--- src/rtl/core/sbpv_pkg.sv ---
// ----------------------------------------------------------------------------
// sbpv_pkg
// Shared types, constants and helpers for the sphere/box push-back pipeline.
// ----------------------------------------------------------------------------
package sbpv_pkg;

    localparam int COORD_WIDTH    = 32;
    localparam int FRAC_BITS_DEF  = 16;
    localparam int EPS_W          = 16;
    localparam int AXES           = 3;
    localparam int MAG_W          = COORD_WIDTH - 1 + EPS_W;

    localparam logic [EPS_W-1:0] EPS_RESET = EPS_W'(7);

    typedef struct packed {
        logic signed [COORD_WIDTH-1:0] box_x;
        logic signed [COORD_WIDTH-1:0] box_y;
        logic signed [COORD_WIDTH-1:0] box_z;
        logic [COORD_WIDTH-2:0]        box_size_x;
        logic [COORD_WIDTH-2:0]        box_size_y;
        logic [COORD_WIDTH-2:0]        box_size_z;
        logic signed [COORD_WIDTH-1:0] sphere_x;
        logic signed [COORD_WIDTH-1:0] sphere_y;
        logic signed [COORD_WIDTH-1:0] sphere_z;
        logic [COORD_WIDTH-2:0]        sphere_radius;
    } t_in;

    typedef struct packed {
        logic signed [COORD_WIDTH-1:0] push_x;
        logic signed [COORD_WIDTH-1:0] push_y;
        logic signed [COORD_WIDTH-1:0] push_z;
        logic                          penetrating;
    } t_out;

    // travels alongside the square-root chain
    typedef struct packed {
        logic                               tiny;
        logic                               reach;
        logic [AXES-1:0]                    neg;
        logic [AXES-1:0][COORD_WIDTH-2:0]   ad;
        logic [COORD_WIDTH-2:0]             radius;
        logic                               dneg;
        logic [MAG_W-1:0]                   dmag;
    } t_sq_side;

    // travels alongside the divider chain
    typedef struct packed {
        logic             degen;
        logic             do_div;
        logic [AXES-1:0]  neg;
        logic             dneg;
        logic [MAG_W-1:0] dmag;
    } t_dv_side;

    // signed saturation of a magnitude with a separate sign
    function automatic logic [COORD_WIDTH-1:0] sat_mag(input logic [MAG_W-1:0] m,
                                                      input logic neg);
        logic [MAG_W-1:0] lim;
        lim = {{(MAG_W-COORD_WIDTH+1){1'b0}}, {(COORD_WIDTH-1){1'b1}}};
        if (!neg) begin
            return (m > lim) ? {1'b0, {(COORD_WIDTH-1){1'b1}}} : m[COORD_WIDTH-1:0];
        end else if (m > lim) begin
            return {1'b1, {(COORD_WIDTH-1){1'b0}}};
        end else begin
            return -m[COORD_WIDTH-1:0];
        end
    endfunction

endpackage

--- src/rtl/core/sbpv_sqrt_cell.sv ---
// ----------------------------------------------------------------------------
// sbpv_sqrt_cell
// One restoring square-root stage: one root bit per cycle while i_en is high.
// ----------------------------------------------------------------------------
module sbpv_sqrt_cell import sbpv_pkg::*; #(
    parameter int W      = COORD_WIDTH,
    parameter int STEP   = 0,
    parameter int SIDE_W = 1
) (
    input  logic              i_clk,
    input  logic              i_rst_n,
    input  logic              i_en,
    input  logic              i_valid,
    input  logic [2*W-1:0]    i_rem,
    input  logic [W-1:0]      i_root,
    input  logic [SIDE_W-1:0] i_side,
    output logic              o_valid,
    output logic [2*W-1:0]    o_rem,
    output logic [W-1:0]      o_root,
    output logic [SIDE_W-1:0] o_side
);

    localparam int W2 = 2 * W;

    logic [W2-1:0]     trial;
    logic              take;
    logic              r_valid;
    logic [W2-1:0]     r_rem;
    logic [W-1:0]      r_root;
    logic [SIDE_W-1:0] r_side;

    // (r + 2^b)^2 - r^2 = r*2^(b+1) + 2^(2b); root bits at and below b are clear
    assign trial = ({{W{1'b0}}, i_root} << (STEP + 1)) | (W2'(1) << (2 * STEP));
    assign take  = (i_rem >= trial);

    always_ff @(posedge i_clk) begin
        if (!i_rst_n) begin
            r_valid <= 1'b0;
        end else if (i_en) begin
            r_valid <= i_valid;
        end
    end

    always_ff @(posedge i_clk) begin
        if (i_en) begin
            r_rem  <= take ? (i_rem - trial) : i_rem;
            r_root <= take ? (i_root | (W'(1) << STEP)) : i_root;
            r_side <= i_side;
        end
    end

    assign o_valid = r_valid;
    assign o_rem   = r_rem;
    assign o_root  = r_root;
    assign o_side  = r_side;

endmodule

--- config.mk ---
export PLATFORM = sky130hd
export DESIGN_NAME = sbpv_sqrt_cell
export DESIGN_NICKNAME = d
export VERILOG_FILES = /design/src/rtl/core/sbpv_pkg.sv /design/src/rtl/core/sbpv_sqrt_cell.sv
export SDC_FILE = /design/constraint.sdc
export NUM_CORES = 1
export LEC_CHECK = 0
export BUFFER_PORTS_ARGS = -buffer_cell sky130_fd_sc_hd__buf_2
export CAP_MARGIN = 10
export CORE_MARGIN = 4
export CORE_UTILIZATION = 45
export DETAILED_ROUTE_END_ITERATION = 8
export PLACE_DENSITY = 0.75
export SYNTH_ARGS = -nofsm -noshare
export SYNTH_HDL_FRONTEND = slang
export SYNTH_SLANG_ARGS = --single-unit
--- constraint.sdc ---
create_clock -name i_clk -period 2.85 [get_ports i_clk]
set_input_delay 0.4275 -clock i_clk [delete_from_list [all_inputs] [get_ports i_clk]]
set_output_delay 0.4275 -clock i_clk [all_outputs]
set_load 0.05 [all_outputs]
Word-level counts from Yosys, hierarchy flattened
Cells that the tools add are included.
{"block": "word_totals", "inputBits": 101, "out_inout_bits": 98, "word_cells": 8, "regBits": 98}
{"block": "op_classes", "order_cmp": 1, "addsub": 1, "muxes": 1}
{"cell": "64-bit by 33-bit >= comparator with 1-bit output", "n": 1}
{"cell": "64-bit two-way mux", "n": 1}
{"cell": "64-bit by 33-bit subtractor with 64-bit output", "n": 1}

Longest topological paths before layout
{"block": "depth", "depth_word": 2, "depth_mapped": 13, "depth_no_buf": 11}

Least setup slack after synthesis
OpenSTA, ideal clock, no wires.
{"block": "synth_path", "kind": "input-to-reg", "start": "in i_root[0]", "end": "reg r_rem[11] (netlist: o_rem[11]), data pin", "path_buffers": 2, "setup_time_ns": 0.260, "required_time_ns": 2.590, "stages": 10, "arrival_ns": 2.748, "slack_ns": -0.158, "cell_sequence": "inv_1 > fa_1 > a211oi_1 > o211ai_2 > a211oi_1 > or3_4 > and3_4 > buf_2 > buf_2 > mux2_2"}
{"block": "synth_via", "elab_chain_cells": 2, "word_cells_on_any_way": 3, "classes_between": "add/sub: 1; order compare: 1; mux: 1"}
{"item": "start, declared", "line_no": "sbpv_sqrt_cell.sv:15", "rtl": "input logic [W-1:0] i_root,"}
{"item": "64-bit by 33-bit subtractor with 64-bit output or 64-bit by 33-bit >= comparator with 1-bit output (tied branches)", "line_no": "sbpv_sqrt_cell.sv:46, sbpv_sqrt_cell.sv:34"}
{"item": "64-bit two-way mux (*)", "line_no": "sbpv_sqrt_cell.sv:46", "rtl": "r_rem <= take ? (i_rem - trial) : i_rem;"}
{"item": "end signal, assigned", "line_no": "sbpv_sqrt_cell.sv:46"}
{"item": "end, declared", "line_no": "sbpv_sqrt_cell.sv:28", "rtl": "logic [W2-1:0] r_rem;"}
Mark *: on every way between the ends. The rest lies on a longest branch, timed or not.
A chain may end at the register's enable or synchronous reset.

Final worst setup path
{"block": "layout_path", "start": "in i_rem[32]", "end": "reg r_rem[59] (netlist: o_rem[59]), data pin"}
{"block": "layout_via", "elab_chain_cells": 2, "word_cells_on_any_way": 3, "classes_between": "add/sub: 1; order compare: 1; mux: 1"}
{"item": "start, declared", "line_no": "sbpv_sqrt_cell.sv:14", "rtl": "input logic [2*W-1:0] i_rem,"}
{"item": "64-bit by 33-bit subtractor with 64-bit output or 64-bit by 33-bit >= comparator with 1-bit output (tied branches)", "line_no": "sbpv_sqrt_cell.sv:46, sbpv_sqrt_cell.sv:34"}
{"item": "64-bit two-way mux (*)", "line_no": "sbpv_sqrt_cell.sv:46"}
Marked as above.

==> results_dict.tcl <==
set metrics [dict create \
    cts_tree "built" \
    ios 199 \
    fmax_mhz 354 \
    endpoint_kind "flip-flop" \
    root_buffer "sky130_fd_sc_hd__clkbuf_16" \
    ys_types 57 \
    timing.final.setup_violations 0 \
    largest_area_contributor_in_the_netlist "sky130_fd_sc_hd__edfxtp_1" \
    clock_sinks 98 \
    hold_path.class "primary input to flip-flop" \
    synth_area_per_cell_sq_um 10.1 \
    timing_hold_violations_final 0 \
    grt_pass1_wl_mm 28.9 \
    critical_path_arrival_ns 2.93 \
    total_power_w 0.00472 \
    relSlewSlack_pct 69.7 \
    dieArea_sq_um 15800 \
    crit_path_start_kind "primary input" \
    number_of_clock_buffers_inserted_by_tritoncts 9 \
    synth.yosys.seq_area_share_pct 47.1 \
    synth.cells.most_frequent "sky130_fd_sc_hd__edfxtp_1, sky130_fd_sc_hd__nand2_1, sky130_fd_sc_hd__a21oi_1" \
    clock_tree.buffer_depth 2 \
    power.clock.fraction_pct 25.7 \
    synth_largest_type_area_fraction_pct 46.8 \
    remaining_drc_errors 0 \
    slew_violations 0 \
    cts_hold_buffers 0 \
    fin_worst_skew_ns 0 \
    grt_antenna_before_repair 1 \
    place_congestion 0.972 \
    finalWirelength_mm 18.5 \
    firstDrtPassIters 5 \
    reported_max_cap_violation_count 0 \
    vias 5904 \
    post-route-period-util_pct 99.0 \
    power.switching_w 0.00169 \
    placement.io_buffers 198 \
    asyncSetResetFlopFracSynth_pct 0 \
    outcome "finished, final reports clean" \
    mappedNetlistNets 752 \
    worst_pin_slew_ns 0.450 \
    placement_rows 42 \
    grt_overflow 0 \
    final_antenna_net_count 0 \
    detail_route.vias_per_cell 5.25 \
    die_y_microns 126 \
    pin_count_of_the_biggest_net_entering_global_routing 52 \
    criticalPathCategory "primary input to flip-flop" \
    crit_fanout 2 \
    post-route-min-period_ns 2.82 \
    dominantRegCellSynth "sky130_fd_sc_hd__edfxtp_1" \
    place_hpwl_mm 14.7 \
    static-leakage-power_nw 3.85 \
    powerDensity_nw_per_um2 533 \
    cellInternalPower_w 0.00303 \
    post-synth-top-count-cell "sky130_fd_sc_hd__edfxtp_1" \
    non_filler_instances 1124 \
    p_comb_share_pct 35.8 \
    htree_levels 3 \
    routedWlPerCell_microns 16.4 \
    ranking_of_synthesized_cells_by_area "sky130_fd_sc_hd__edfxtp_1, sky130_fd_sc_hd__ha_1, sky130_fd_sc_hd__xor2_1" \
    netlist_instances 617 \
    final_nets 1077 \
    total_of_flip_flops_plus_latches_after_synthesis 98 \
    layout-drive-gt1-share_pct 41.8 \
    place_inst 1105 \
    drt_iter0_markers 475 \
    die_width_microns 126 \
    vdd.ir_drop.worst_uv 295 \
    number_of_synthesized_flops_with_an_enable_pin 97 \
    cp_data_required_time_ns 2.96 \
    cts.clk_slew.worst_paths_ns 0.07 \
    floorplan.initialDensity_pct 46.5 \
    syn_to_final_growth_pct 42.2 \
    proportion_of_total_power_due_to_net_switching_pct 35.8 \
    grt_usage_pct 22.8 \
    worstSkewPairLatency_ns 0.36 \
    number_of_global_route_vias_before_repair 5799 \
    power_frac_seq_pct 38.5 \
    coreArea_sq_um 13400 \
    synth-warning-count 0 \
    synthesis.area_sq_um 6230 \
]
cell usage in the layout (no fill, tap or decap), drive strengths merged, types with 7 or more instances in the layout:
master	count
a21oi	47
clkbuf	11
or4	10
xnor2	28
o21ai	47
nor4	16
inv	38
nand3	12
nor2	36
nor3	16
nand4	14
a21o	13
edfxtp	97
or3	7
ha	33
o21bai	7
xor2	33
buf	337
nand2	75
power by group through the flow:
| stage | logic (W) | registers [W] | clock network, W |
|---|---|---|---|
| 2_1_floorplan | 0.000494 | 0.00241 | 0 |
| 3_3_place_gp | 0.00163 | 0.00185 | 0 |
| 3_5_place_dp | 0.00165 | 0.00185 | 0 |
| 4_1_cts | 0.00166 | 0.00182 | 0.00123 |
| 5_1_grt | 0.00180 | 0.00184 | 0.00129 |
| 6_report | 0.00169 | 0.00182 | 0.00121 |
registers in the layout, summed over array words and instances (netlist names):
| signal | flops |
|---|---|
| o_side | 1 |
| o_root | 32 |
| o_valid | 1 |
| o_rem | 64 |
path summary, 6_finish.rpt:
kind                   startpoint              endpoint  slack [ns]  cells after the start
max                     i_rem[32]   o_rem[59]$_DFFE_PP_        0.03                     10
min                        i_side      o_side$_DFFE_PP_        0.25                      1
max reg2reg  o_valid$_SDFFE_PN0P_  o_valid$_SDFFE_PN0P_        2.26                      2
min reg2reg  o_valid$_SDFFE_PN0P_  o_valid$_SDFFE_PN0P_        0.51                      2
metal layers:
layer	wire (microns)	GRT usage [%]	up-vias
li1	-	-	2909
met1	7920	30.2	2743
met5	0	0	-
met2	8770	37.3	225
met4	436	8.23	0
met3	1360	4.45	27
timing repair:
action / CTS / global route
setup endpoints to repair: 3 / 24
gates resized for setup: 2 / 27
pin swaps: 0 / 7
buffers inserted: 0 / 2
through the flow:
stage	utilization [%]	setup TNS (ns)	hold slack [ns]	worst slack [ns]	instance area [sq um]
after floorplan	-	0	0.526	0.00108	6300
after global placement	62.8	-7.04	0.493	-0.308	8410
after detailed placement	62.8	-9.14	0.508	-0.376	8410
after CTS	65.0	0	0.242	0.00729	8710
after global routing	66.1	-0.0379	0.240	-0.0379	8860
final	66.1	0	0.245	0.0272	8860
worst max-delay path: stages:
cell and delay [ns]:
sky130_fd_sc_hd__buf_2 0.11, sky130_fd_sc_hd__ha_2 0.18, sky130_fd_sc_hd__or2_4 0.26, sky130_fd_sc_hd__a211oi_4 0.29, sky130_fd_sc_hd__nand3_1 0.16, sky130_fd_sc_hd__or4_4 0.46, sky130_fd_sc_hd__or4_4 0.44, sky130_fd_sc_hd__or3_4 0.36
sky130_fd_sc_hd__a31oi_4 0.17, sky130_fd_sc_hd__xor2_1 0.08
area by class of cell:
type | instances | area, sq um
Sequential cell | 98 | 2930
Inverter | 38 | 143
Timing Repair Buffer | 337 | 2060
Clock buffer | 11 | 233
Antenna cell | 1 | 2.50
Tap cell | 176 | 220
Fill cell | 1110 | 4540
Clock inverter | 5 | 55.1
Multi-Input combinational cell | 458 | 3210
logic make-up after synthesis:
logic type,share of synthesized area [%]
muxes,0.703
AOI/OAI and AO/OA,14.7
adders and majority gates,6.95
xor gates and xnor gates,8.58
and+or+nand+nor,17.6
DFF,47.1
buffers and inverters,4.42
(Power assumes the default switching activity.)
